File: src/rtl/dssa_pkg.sv
// Package: sizes, codes and beat types of the dual stack block.
`timescale 1ns / 1ps
package dssa_pkg;

  localparam int DEPTH     = 16;
  localparam int WORD_BITS = 32;
  localparam int ADDR_W    = $clog2(DEPTH);
  localparam int CNT_W     = $clog2(DEPTH + 1);
  localparam int FIELD_W   = 32;
  localparam int CNT_OUT_W = 5;

  localparam logic [1:0] OP_QUERY = 2'd0;
  localparam logic [1:0] OP_PUSH  = 2'd1;
  localparam logic [1:0] OP_POP   = 2'd2;

  typedef struct packed {
    logic [1:0]                op;
    logic                      which_stack;
    logic signed [FIELD_W-1:0] push_value;
  } in_item_t;

  typedef struct packed {
    logic                      accepted;
    logic signed [FIELD_W-1:0] top_low;
    logic signed [FIELD_W-1:0] top_high;
    logic                      empty_low;
    logic                      empty_high;
    logic [CNT_OUT_W-1:0]      count_low;
    logic [CNT_OUT_W-1:0]      count_high;
  } out_item_t;

  typedef enum logic [1:0] {
    ST_IDLE,
    ST_READ,
    ST_OUT
  } state_t;

  typedef struct packed {
    logic                 we;
    logic [ADDR_W-1:0]    waddr;
    logic [WORD_BITS-1:0] wdata;
    logic [ADDR_W-1:0]    raddr_low;
    logic [ADDR_W-1:0]    raddr_high;
  } ram_req_t;

  typedef struct packed {
    logic             out_valid;
    logic             accepted;
    logic [CNT_W-1:0] low_count;
    logic [CNT_W-1:0] high_count;
  } ctrl_stat_t;

endpackage

File: src/rtl/dssa_ram.sv
// Generic RAM: one write port, two registered read ports.
`timescale 1ns / 1ps
module dssa_ram #(
  parameter int WIDTH = 32,
  parameter int DEPTH = 16
) (
  input  logic                     clk,
  input  logic                     we,
  input  logic [$clog2(DEPTH)-1:0] waddr,
  input  logic [WIDTH-1:0]         wdata,
  input  logic [$clog2(DEPTH)-1:0] raddr_a,
  input  logic [$clog2(DEPTH)-1:0] raddr_b,
  output logic [WIDTH-1:0]         rdata_a,
  output logic [WIDTH-1:0]         rdata_b
);

  logic [WIDTH-1:0] mem_r [DEPTH];
  logic [WIDTH-1:0] rdata_a_r;
  logic [WIDTH-1:0] rdata_b_r;

  always_ff @(posedge clk) begin
    if (we) begin
      mem_r[waddr] <= wdata;
    end
    rdata_a_r <= mem_r[raddr_a];
    rdata_b_r <= mem_r[raddr_b];
  end

  assign rdata_a = rdata_a_r;
  assign rdata_b = rdata_b_r;

endmodule

File: src/rtl/dssa_ctrl.sv
// Control: stack counts, push/pop decision, store write and read sequencing.
`timescale 1ns / 1ps
module dssa_ctrl (
  input  logic                 clk,
  input  logic                 rst_n,
  input  logic                 start,
  output logic                 busy,
  input  dssa_pkg::in_item_t   in_data,
  output dssa_pkg::ram_req_t   ram_req,
  output dssa_pkg::ctrl_stat_t stat
);

  localparam int AW = dssa_pkg::ADDR_W;
  localparam int CW = dssa_pkg::CNT_W;
  localparam int WB = dssa_pkg::WORD_BITS;
  localparam logic [AW-1:0] LAST_ADDR = AW'(dssa_pkg::DEPTH - 1);
  localparam logic [CW:0]   DEPTH_EXT = (CW + 1)'(dssa_pkg::DEPTH);
  localparam logic [CW-1:0] DEPTH_CNT = CW'(dssa_pkg::DEPTH);

  dssa_pkg::state_t state_r, state_nxt;
  logic [CW-1:0]    low_r, low_nxt;
  logic [CW-1:0]    high_r, high_nxt;
  logic             acc_r, acc_nxt;
  logic             take;
  logic             room;
  logic [CW:0]      used;
  logic [CW-1:0]    low_top;
  logic [CW-1:0]    high_top;

  assign take = start && !busy;
  assign used = {1'b0, low_r} + {1'b0, high_r};
  assign room = used < DEPTH_EXT;

  // Top entries of both stacks; only used when the stack is not empty.
  assign low_top  = low_r - 1'b1;
  assign high_top = DEPTH_CNT - high_r;

  // Next state.
  always_comb begin
    state_nxt = state_r;
    unique case (state_r)
      dssa_pkg::ST_IDLE: if (take) state_nxt = dssa_pkg::ST_READ;
      dssa_pkg::ST_READ: state_nxt = dssa_pkg::ST_OUT;
      dssa_pkg::ST_OUT:  state_nxt = take ? dssa_pkg::ST_READ : dssa_pkg::ST_IDLE;
      default:           state_nxt = dssa_pkg::ST_IDLE;
    endcase
  end

  // FSM outputs.
  always_comb begin
    busy            = 1'b0;
    stat.out_valid  = 1'b0;
    stat.accepted   = acc_r;
    stat.low_count  = low_r;
    stat.high_count = high_r;
    unique case (state_r)
      dssa_pkg::ST_IDLE: ;
      dssa_pkg::ST_READ: busy = 1'b1;
      dssa_pkg::ST_OUT:  stat.out_valid = 1'b1;
      default:           ;
    endcase
  end

  // Decide the operation and update counts on the accept edge.
  always_comb begin
    low_nxt            = low_r;
    high_nxt           = high_r;
    acc_nxt            = acc_r;
    ram_req.we         = 1'b0;
    ram_req.waddr      = low_r[AW-1:0];
    ram_req.wdata      = WB'(unsigned'(in_data.push_value));
    ram_req.raddr_low  = low_top[AW-1:0];
    ram_req.raddr_high = high_top[AW-1:0];
    if (take) begin
      acc_nxt = 1'b0;
      unique case (in_data.op)
        dssa_pkg::OP_QUERY: acc_nxt = 1'b1;
        dssa_pkg::OP_PUSH: begin
          if (room) begin
            acc_nxt    = 1'b1;
            ram_req.we = 1'b1;
            if (!in_data.which_stack) begin
              ram_req.waddr = low_r[AW-1:0];
              low_nxt       = low_r + 1'b1;
            end else begin
              ram_req.waddr = LAST_ADDR - high_r[AW-1:0];
              high_nxt      = high_r + 1'b1;
            end
          end
        end
        dssa_pkg::OP_POP: begin
          if (!in_data.which_stack) begin
            if (low_r != '0) begin
              acc_nxt = 1'b1;
              low_nxt = low_r - 1'b1;
            end
          end else begin
            if (high_r != '0) begin
              acc_nxt  = 1'b1;
              high_nxt = high_r - 1'b1;
            end
          end
        end
        default: acc_nxt = 1'b0;
      endcase
    end
  end

  always_ff @(posedge clk) begin
    if (!rst_n) begin
      state_r <= dssa_pkg::ST_IDLE;
      low_r   <= '0;
      high_r  <= '0;
      acc_r   <= 1'b0;
    end else begin
      state_r <= state_nxt;
      low_r   <= low_nxt;
      high_r  <= high_nxt;
      acc_r   <= acc_nxt;
    end
  end

endmodule

File: src/rtl/dual_stack_shared_array.sv
// Top level: two stacks growing toward each other in one shared store.
`timescale 1ns / 1ps
// Usage:
//   Input channel: drive in_data (op, which_stack, push_value) and raise
//   start; the beat is taken at a rising edge where start is high and
//   busy is low. op is query, push or pop, aimed at the low-end stack
//   (grows up from entry 0) or the high-end stack (grows down from the
//   last entry).
//   Result channel: out_valid is high for exactly one cycle per item and
//   out_data carries the accepted flag, both top words (-1 when empty),
//   both empty flags and both counts as they stand after the item.
//   After the accept edge the sequencer passes through a busy read state
//   and then a result state, where the beat sits on the ports. A new item
//   may be taken in the cycle its predecessor's result is shown, but not
//   while busy. The pacing is set by the store's registered read: the
//   write of a push lands on the accept edge, the two top entries are
//   read in the busy state and their data comes out in the result state.
//   The receiver cannot stall: a result beat is gone after its cycle.
//   Reset (rst_n low, synchronous) empties both stacks and idles the
//   sequencer; store contents are left as they are and never shown.
module dual_stack_shared_array (
  input  logic                clk,
  input  logic                rst_n,
  input  logic                start,
  output logic                busy,
  input  dssa_pkg::in_item_t  in_data,
  output logic                out_valid,
  output dssa_pkg::out_item_t out_data
);

  localparam int FW  = dssa_pkg::FIELD_W;
  localparam int COW = dssa_pkg::CNT_OUT_W;
  localparam int WB  = dssa_pkg::WORD_BITS;

  dssa_pkg::ram_req_t   ram_req;
  dssa_pkg::ctrl_stat_t stat;
  logic [WB-1:0]        rdata_low;
  logic [WB-1:0]        rdata_high;
  logic                 low_empty;
  logic                 high_empty;

  // Counts, decision and store sequencing.
  dssa_ctrl u_ctrl (
    .clk     (clk),
    .rst_n   (rst_n),
    .start   (start),
    .busy    (busy),
    .in_data (in_data),
    .ram_req (ram_req),
    .stat    (stat)
  );

  // Shared store: one write port, one read port per stack top.
  dssa_ram #(
    .WIDTH (WB),
    .DEPTH (dssa_pkg::DEPTH)
  ) u_store (
    .clk     (clk),
    .we      (ram_req.we),
    .waddr   (ram_req.waddr),
    .wdata   (ram_req.wdata),
    .raddr_a (ram_req.raddr_low),
    .raddr_b (ram_req.raddr_high),
    .rdata_a (rdata_low),
    .rdata_b (rdata_high)
  );

  assign low_empty  = (stat.low_count == '0);
  assign high_empty = (stat.high_count == '0);

  // Assemble the result beat; an empty stack shows all ones instead of
  // whatever its stale entry holds.
  assign out_valid           = stat.out_valid;
  assign out_data.accepted   = stat.accepted;
  assign out_data.top_low    = low_empty  ? '1 : FW'(signed'(rdata_low));
  assign out_data.top_high   = high_empty ? '1 : FW'(signed'(rdata_high));
  assign out_data.empty_low  = low_empty;
  assign out_data.empty_high = high_empty;
  assign out_data.count_low  = COW'(stat.low_count);
  assign out_data.count_high = COW'(stat.high_count);

endmodule

File: config.mk
export PLATFORM = sky130hd
export DESIGN_NAME = dual_stack_shared_array
export DESIGN_NICKNAME = d
export VERILOG_FILES = /design/src/rtl/dssa_pkg.sv /design/src/rtl/dssa_ram.sv /design/src/rtl/dssa_ctrl.sv /design/src/rtl/dual_stack_shared_array.sv
export SDC_FILE = /design/constraint.sdc
export NUM_CORES = 1
export LEC_CHECK = 0
export ABC_AREA = 0
export BUFFER_PORTS_ARGS = -buffer_cell sky130_fd_sc_hd__buf_4
export CORE_MARGIN = 4
export CORE_UTILIZATION = 55
export CTS_CLUSTER_SIZE = 14
export DETAILED_ROUTE_END_ITERATION = 8
export PLACE_DENSITY = 0.76
export SLEW_MARGIN = 40
export SYNTH_ARGS = -nofsm -noshare
export SYNTH_HDL_FRONTEND = slang
export SYNTH_SLANG_ARGS = --single-unit
File: constraint.sdc
create_clock -name clk -period 9.2 [get_ports clk]
set_input_delay 0 -clock clk [delete_from_list [all_inputs] [get_ports clk]]
set_output_delay 0 -clock clk [all_outputs]
set_load 0.005 [all_outputs]
## Word level (Yosys, flattened, before mapping)

Memories as Yosys holds them, arrays and structs flattened. A register that Yosys moved wholly into a read port is not among the register bits.
Index checks and enable logic that the tools add are counted.

| cells by class | value |
|---|---|
| shift operators | 0 |
| eq/ne operators | 12 |
| order comparisons | 1 |
| reductions and logical operators | 11 |
| mux-type cells | 28 |
| $add $sub $neg | 7 |
| bitwise operators | 0 |
| divide/modulo/power cells | 0 |
| multiply operators | 0 |

Operator list:

| operator | count |
|---|---|
| $mux W32 | 2 |
| $mux W5 | 11 |
| $pmux W5 S2 | 2 |
| $reduce_and A6 Y1 | 2 |
| $add A5 B1 Y5 const B | 2 |
| $logic_not A5 Y1 | 2 |
| $reduce_bool A5 Y1 | 2 |
| $sub A5 B1 Y5 const B | 2 |
| $mux W1 | 9 |
| $ne A2 B1 Y1 const B | 4 |
| $ne A2 B2 Y1 const B | 4 |
| $add A5 B5 Y6 | 1 |
| $lt A6 B5 Y1 const B | 1 |
| $pmux W2 S3 | 1 |
| $eq A2 B1 Y1 const B | 2 |
| $eq A2 B2 Y1 const B | 2 |
| $logic_not A2 Y1 | 2 |
| $mux W4 | 1 |
| $sub A1 B4 Y4 const A | 1 |
| $sub A4 B4 Y4 const A | 1 |
| $pmux W1 S3 | 1 |
| $mux W2 | 1 |
| $reduce_bool A2 Y1 | 1 |
| $logic_and A1 B1 Y1 | 1 |
| $logic_not A1 Y1 | 1 |

| storage, ports and cells | value |
|---|---|
| register bits after elaboration | 13 |
| output and inout bits | 79 |
| latch bits | 0 |
| memory bits (read-only) | 0 |
| bits in writable memories | 512 |
| word-level logic and storage cells | 64 |
| memories kept | 1 |
| input bits | 38 |

Memories:

| name | words | width | rd ports | clocked after memory_dff | wr ports | RTL line | RTL |
|---|---|---|---|---|---|---|---|
| u_store.mem_r | 16 | 32 | 2 | 2 | 1 | dssa_ram.sv:17 | `logic [WIDTH-1:0] mem_r [DEPTH];` |

## Longest topological paths before layout

Gate-level depths: netlist of the first run.

| logic depth | value |
|---|---|
| word-level depth | 7 |
| gate-level depth with buffers | 10 |
| depth with buffers taken out | 9 |

## By module

A second synthesis of the first run with hierarchy kept.

| unflattened totals | value |
|---|---|
| cell total of the unflattened synthesis | 1393 |
| area, all modules | 26486.7 µm² |

By module, submodules not included:

| module | sequential area each (µm²) | cells each | area each (µm²) | times used |
|---|---|---|---|---|
| dssa_ram | 16656.0 | 1141 | 24186.9 | 1 |
| dssa_ctrl | 260.2 | 166 | 1383.8 | 1 |
| dual_stack_shared_array | 0.0 | 86 | 915.9 | 1 |

## Worst setup path after synthesis of the first run

Ideal clock, no wire load.

| path | value |
|---|---|
| kind | register to register |
| start point | register u_ctrl.low_r[2] |
| end point | memory u_store.mem_r[4][0], enable pin |
| clock period less this slack | 3.416 ns |
| data required time | 8.779 ns |
| path slack | 5.784 ns |
| library setup time | 0.421 ns |
| arrival | 2.994 ns |
| stages on the path, launching flop included | 7 |
| cells stage by stage | dfxtp_1 ha_1 a21oi_1 a21boi_1 nor4b_4 mux2i_1 nor2_1 |

| on the way | value |
|---|---|
| word-level cells in the longest chain between the ends | 7 |
| elaborated cells between the ends (all ways) | 8 |

Ends and longest elaborated chain:

| what | RTL line | RTL |
|---|---|---|
| start, declared | dssa_ctrl.sv:21 | `logic [CW-1:0] low_r, low_nxt;` |
| start signal, assigned | dssa_ctrl.sv:117 | `low_r <= low_nxt;` |
| $add A5 B5 Y6 | dssa_ctrl.sv:31 | `assign used = {1'b0, low_r} + {1'b0, high_r};` |
| $lt A6 B5 Y1 | dssa_ctrl.sv:32 | `assign room = used < DEPTH_EXT;` |
| $mux W5 | dssa_ctrl.sv:79 | `if (room) begin` |
| $mux W5 | dssa_ctrl.sv:76 | `unique case (in_data.op)` |
| $mux W5 * | dssa_ctrl.sv:74 | `if (take) begin` |
| $mux W1 | dssa_ram.sv:22 | `if (we) begin` |
| $mux W1 (implied by the code) | dssa_ram.sv:23 | `mem_r[waddr] <= wdata;` |
| end, declared | dssa_ram.sv:17 |  |

Mark *: on every way between the ends. The rest lies on a longest branch, timed or not.

## Worst setup path after layout of the first run

| path | value |
|---|---|
| start point | register u_ctrl.low_r[2] |
| end point | memory u_store.mem_r[13][27], enable pin |

The elaborated chain is that of the path after synthesis.

==> out/metrics.yaml, run 1 <==
place:
  dpl_worst_slack_ns: 5.32
  portBuffers: 116
  dpl_cell_area_mm2: 0.0277
  dp_hpwl_um: 33800
  routabilityCongestion: 0.804
clock_network:
  ctsRootBufferMaster: "clkbuf_16"
  cts_tree: "yes"
  post_cts_resized: 0
  hold_buffers: 38
  cts_num_sinks: 589
  clkTransAtPathRegs_ns: 0.06
  clock_latency_ns: 0.63
  clk_path_buf_depth: 3
  post_cts_buffers: 0
  cts_max_level: 2
  cts_made_buffers: 58
worst_setup_path:
  cp_slowest_cell: "nor2_4"
  path_cells: "ha_1, a21oi_1, a21boi_1, nor3_1, nand2_1, nor2_4, buf_4"
  slowest_delay_ns: 0.76
  criticalPathCategory: "reg -> reg"
  worst_ep_required_time_ns: 9.48
  cp-end-kind: "flip-flop"
  cp_max_fo: 17
  critPathLaunchType: "flip-flop"
  worstPathArrival_ns: 4.07
timing:
  hold_viol_final: 0
  period_share_pct: 41.3
  relSlewSlack_pct: 43.1
  skew_ns: 0.0255
  fin_crit_ns: 3.80
  clock.fmax_mhz: 263
  tightest_slew_ns: 0.852
  rsz0062_at_grt: "no"
  setup_viol: 0
  fin_setup_tns_ns: 0
  slew_violations: 0
  layout_setup_ws_ns: 5.40
grt:
  grt_pass1_wl_um: 94400
  grt_pass1_vias: 14200
  grt_overflow: 0
  globalRouteTotalUtil_pct: 25.3
  grt_max_degree: 72
  antenna_found_initial: 2
synthesis:
  synth_edf_count: 512
  async_flop_share_pct: 0
  synth_top_cells_by_area: "edfxtp_1 (59%), mux4_2 (28%), dfxtp_1 (5.9%), or2_2 (1.5%), ha_1 (0.67%)"
  netlist.area_leader.share_pct: 59.0
  syn-num-nets: 1274
  yosysUniqueCellTypes: 42
  yosysTopAreaCell: "edfxtp_1"
  ys.flop_type: "edfxtp_1"
  syn_inst: 1221
  syn_area_per_cell_um2: 21.3
  synth_seq_area_share_pct: 65.0
  yosysWarnings: 0
  syn_area_mm2: 0.0260
  ys_ff_latch: 589
detailed_routing:
  avgRoutedWirePerCell_um: 31.0
  drc_errors: 0
  drt-pass1-iter-count: 5
  drt-initial-drc-count: 2001
  via_count: 14200
  ant_nets: 0
  avgViaCountPerCell: 6.94
  wl_um: 63300
job:
  cap_violations: 0
finish:
  area_growth_pct: 15.8
  fillers: 3037
  drive_gt1_share_pct: 46.6
  final_nets: 1438
  design_area_mm2: 0.0302
floorplan:
  start_util_pct: 55.8
  fp.dieW_um: 226
  core_mm2: 0.0467
  row_count: 79
  die_area_mm2: 0.0509
  die-height_um: 226
  io_pins: 117
power:
  vdd_drop_max_v: 0.000155
  p_leak_nw: 9.42
  power_density_mw_per_mm2: 202
hold_path:
  hold_class: "in -> reg"
run_status:
  status: "complete, no violations"
## cell families after synthesis
family | Yosys count | synth area share, %
buf+inv | 98 | 2.00
mux | 330 | 28.1
simple gates | 152 | 3.27
fa+ha+maj | 15 | 0.750
xor+xnor | 7 | 0.235
compound gates | 30 | 0.706
flops | 589 | 65.0
## cells in the final DEF (no fill, tap or decap), types with 4 or more instances in the layout
cell and n:
edfxtp_1 512, mux4_2 320, buf_4 141, dfxtp_1 75
or2_2 64, clkbuf_16 59, dlygate4sd3_1 38, nand2_1 23
nor2_4 16, clkinv_2 15, nor2_1 14, ha_1 12
inv_1 10, clkbuf_1 10, clkbuf_8 9, nor3_1 8
a21oi_1 8, buf_6 7, o21ai_0 6, clkinvlp_4 6
bufinv_16 6, nand2b_1 5, nand3_1 5, mux2i_1 5
xnor2_2 4, mux2i_2 4, nor3b_1 4
## metal layers
metal	vias up	track usage, %	wire length, um
met1	7498	37.6	24500
met3	119	5.65	6970
met5	-	0	25
li1	5547	-	-
met4	4	6.88	1540
met2	1018	39.2	30200
## through the flow
stage / hold slack [ns] / utilization (%) / total power, mW / instances
after floorplan: 0.0989 / - / 3.47 / 1221
after global placement: 0.242 / 59.2 / 3.69 / 1889
after detailed placement: 0.256 / 59.4 / 3.71 / 1892
after CTS: 0.173 / 64.5 / 6.13 / 2040
after global routing: 0.214 / 64.6 / 6.29 / 2042
final: 0.218 / 64.6 / 6.09 / 2043
## synth_stat cells, types with 5 or more instances
cell type and count:
nor2_1 30, a21oi_1 8, buf_4 6, xnor2_1 6, nand2b_1 5, dfxtp_1 77
mux2i_1 9, clkbuf_1 38, edfxtp_1 512, nand3_1 5, buf_6 13, or2_2 64
nor3_1 8, mux4_2 320, nand2_1 23, o21ai_0 8, buf_2 27, ha_1 14
inv_1 10
## registers in the layout, indices dropped and copies added (netlist names)
signal           cells
u_ctrl.acc_r         1
u_ctrl.high_r        5
u_ctrl.low_r         5
u_ctrl.state_r       2
u_store.mem_r      512
u_store.rdata_a     32
u_store.rdata_b     32
## path summary, 6_finish.rpt
path,from,end,slack (ns),cells after the start
worst max-delay path,u_ctrl.low_r[2],u_store.mem_r[13][27],5.40,7
worst min-delay path,in_data[15],u_store.mem_r[2][15],0.22,2
worst max register to register,u_ctrl.low_r[2],u_store.mem_r[13][27],5.40,7
worst min register to register,u_ctrl.state_r[0],u_ctrl.state_r[0],0.45,1
## critical path, delay by kind of cell, from the launching register on
kind	cells	cell delay (ns)
AND/OR/NAND/NOR	3	1.54
flip-flops	1	0.71
buffers and inverters	1	0.48
adder cells (fa/ha/maj)	1	0.37
AO/OA/AOI/OAI	2	0.35
## final cells by class
type / instances / area [um2] / share of cell area, %
well taps: 607 / 759 / 2.52
clock buffers: 78 / 1640 / 5.43
flip-flops and latches: 589 / 16900 / 56.1
diodes: 1 / 2.50 / 0.00830
clock inverters: 32 / 344 / 1.14
multi-input cells: 534 / 8810 / 29.2
repair buffers: 191 / 1640 / 5.44
inverters: 11 / 41.3 / 0.137
## power breakdown
group / switching (mW) / internal, mW / leakage, nW
Clock: 1.00 / 1.42 / 0.966
Sequential: 0.0341 / 2.97 / 5.25
Combinational: 0.316 / 0.343 / 3.20
Note: power is estimated with default switching activity, not from simulation.
==> run 2, diff against run 1 <==
Clock period 9.2 ns to 3.6 ns, I/O delays scaled along.
==> run 2 against run 1 <==
- clock skew barely moved
- first-iteration DRC count fell by 14%
- sequential share of layout area fell by 0.17 points
- highest routed layer unchanged
- die area did not move
- hold slack improved by 0.023 ns
- combinational power rose to 2.6 times the previous value
- register-to-register slack got worse by 5.0 ns
- critical path depth fell by 1
- largest cell class unchanged
- via count fell by 2.3%
- sequential power rose to 2.5 times the previous value
- power rose to 2.5 times the previous value
- global-route usage fell by 0.47 points
==> out/metrics.yaml, run 2 (synthesis results as in run 1) <==
finish:
  final_nets: 1447  # +0.63%
  mostFrequentLayoutCell: "edfxtp_1"
  drive_gt1_share_pct: 46.1  # -0.47 points
  final_cell_mix: "edfxtp_1 (512), mux4_2 (320), buf_4 (141)"
  largest_reg_flops: 512  # unchanged
  top_register: "u_store.mem_r"
  area_growth_pct: 16.2
  fillers: 3025  # -0.40%
  stdcell_count: 2049  # +0.29%
timing:
  hold_viol_final: 0  # unchanged
  fin_crit_ns: 3.17  # -0.627 ns
  slew_violations: 0  # unchanged
  skew_ns: 0.0257  # +0.000184 ns
  layout_setup_ws_ns: 0.430  # -4.97 ns
  setup_viol: 0  # unchanged
  fin_setup_tns_ns: 0  # unchanged
  relSlewSlack_pct: 42.2  # -0.88 points
  clock.fmax_mhz: 315  # +20%
  rsz0062_at_grt: "no"
  tightest_slew_ns: 0.867  # +0.0153 ns
  period_share_pct: 88.1  # +47 points
floorplan:
  die-height_um: 226  # unchanged
  io_pins: 117  # unchanged
  fp.dieW_um: 226  # unchanged
  die_area_mm2: 0.0509  # unchanged
  core_mm2: 0.0467  # unchanged
  row_count: 79  # unchanged
  start_util_pct: 55.8  # unchanged
worst_setup_path:
  rr_worst_depth: 6  # -1
  reg2reg_from: "u_ctrl.low_r[3]"
  cpLargestDelayFamily: "multiplexers"
  path_buf_inv: 1  # unchanged
  slowest_delay_ns: 0.68  # -0.08 ns
  cp-end-kind: "flip-flop"
  critPathLaunchType: "flip-flop"
  worst_ep_required_time_ns: 3.91  # -5.57 ns
  path_cells: "ha_1, a21boi_1, nor4b_4, mux2i_2, nor2_4, buf_4"
  rrSetupSlack_ns: 0.43  # -4.97 ns
  cp_slowest_cell: "mux2i_2"
  worstPathArrival_ns: 3.48  # -0.59 ns
  criticalPathCategory: "reg -> reg"
  reg2reg_to: "u_store.mem_r[0][7]"
  cp_max_fo: 21  # +4
detailed_routing:
  ant_nets: 0  # unchanged
  drt-pass1-iter-count: 5  # unchanged
  avgRoutedWirePerCell_um: 30.4  # -1.9%
  avgViaCountPerCell: 6.76  # -2.6%
  drt-initial-drc-count: 1725  # -14%
  drc_errors: 0  # unchanged
  wl_um: 62200  # -1.6%
  via_count: 13900  # -2.3%
clock_network:
  hold_buffers: 38  # unchanged
  cts_max_level: 2  # unchanged
  clock_latency_ns: 0.61  # -0.02 ns
  ctsRootBufferMaster: "clkbuf_16"
  clk_path_buf_depth: 3  # unchanged
  cts_num_sinks: 589  # unchanged
  cts_made_buffers: 58  # unchanged
  post_cts_buffers: 0  # unchanged
  post_cts_resized: 0  # unchanged
  cts_tree: "yes"
  clkTransAtPathRegs_ns: 0.06  # about the same
hold_path:
  hold_depth: 2  # unchanged
  min_from: "in_data[12]"
  hold_class: "in -> reg"
  min_delay_worst_endpoint: "u_store.mem_r[11][12]"
power:
  vdd_drop_max_v: 0.000357  # +130%
  p_sw_share_pct: 22.4  # +0.14 points
  power_density_mw_per_mm2: 506  # +150%
  pwr-share-seq_pct: 50.2  # +0.8 points
  p_leak_nw: 9.43  # about the same
  power.switching_mw: 3.42  # +150%
  clkPwrFrac_pct: 38.5  # -1.3 points
  power_mw: 15.3  # +150%
  p_int_mw: 11.9  # +150%
  pwr-share-comb_pct: 11.3  # +0.5 points
place:
  dpl_worst_slack_ns: 0.313  # -5.00 ns
  dp_hpwl_um: 35100  # +4.0%
  routabilityCongestion: 0.802  # -0.29%
  placed_cells: 1903  # +0.58%
  portBuffers: 116  # unchanged
grt:
  grt_overflow: 0  # unchanged
  grt_pass1_wl_um: 93100  # -1.3%
  grt_pass1_vias: 14100  # -1.2%
  antenna_found_initial: 1  # -1
  globalRouteTotalUtil_pct: 24.9  # -0.47 points
  grt_max_degree: 90  # +25%
job:
  cap_violations: 0  # unchanged
run_status:
  status: "complete, no violations"
[run 2: cell types whose count changed in the layout (fill, tap and decap cells not counted), moves of 3 or more]
cell	delta
buf_16	-3
buf_6	-7
clkbuf_1	+8
clkinv_2	-8
clkinv_4	+3
buf_12	+19
clkbuf_8	-5
clkinv_1	+3
[run 2: through the flow]
| step | hold WS [ns] | area [um2] | util (%) |
|---|---|---|---|
| after detailed placement | 0.242 | 28000 | 60.0 |
| after CTS | 0.199 | 30200 | 64.8 |
| after floorplan | 0.0989 | 26000 | - |
| after global placement | 0.250 | 28000 | 60.0 |
| after global routing | 0.243 | 30200 | 64.8 |
| final | 0.241 | 30200 | 64.8 |
[run 2: worst reg2reg max path: stages (launching register included)]
cell      delay, ns
dfxtp_1        0.67
ha_1           0.35
a21boi_1       0.18
nor4b_4        0.60
mux2i_2        0.68
nor2_4         0.08
buf_4          0.29
[run 2: metal layers]
| metal | GRT usage [%] | share of wire [%] |
|---|---|---|
| met3 | 4.97 | 9.0 |
| met4 | 6.11 | 2.1 |
| met1 | 36.8 | 40 |
| met2 | 39.3 | 49 |
| met5 | 0 | 0.021 |
[run 2: area by class of cell]
| cell class | instances | area (um2) | share of cell area (%) |
|---|---|---|---|
| Timing Repair Buffer | 200 | 1860 | 6.15 |
| Clock inverter | 26 | 251 | 0.831 |
| Antenna cell | 1 | 2.50 | 0.00827 |
| Tap cell | 607 | 759 | 2.51 |
| Inverter | 11 | 41.3 | 0.137 |
| Clock buffer | 81 | 1600 | 5.29 |
| Sequential cell | 589 | 16900 | 56.0 |
| Multi-Input combinational cell | 534 | 8810 | 29.1 |
[run 2: worst max path at each step]
stage | startpoint | endpoint | slack, ns | depth (start not counted)
detailed placement | u_ctrl.low_r[3] | u_store.mem_r[0][2] | 0.31 | 6
global route | u_ctrl.low_r[3] | u_store.mem_r[0][24] | 0.29 | 6
finish | u_ctrl.low_r[3] | u_store.mem_r[0][7] | 0.43 | 6
floorplan | u_ctrl.low_r[2] | u_store.mem_r[8][0] | 0.18 | 6
global placement | u_ctrl.low_r[3] | u_store.mem_r[1][6] | 0.49 | 6
CTS | u_ctrl.low_r[3] | u_store.mem_r[0][28] | 0.29 | 6
[run 2: power by group through the flow]
stage	clock (mW)	sequential, mW	combinational (mW)
after CTS	5.99	7.67	1.75
after global routing	6.31	7.68	1.85
after detailed placement	0	7.81	1.70
after global placement	0	7.81	1.69
final	5.89	7.67	1.73
after floorplan	0	7.77	1.09
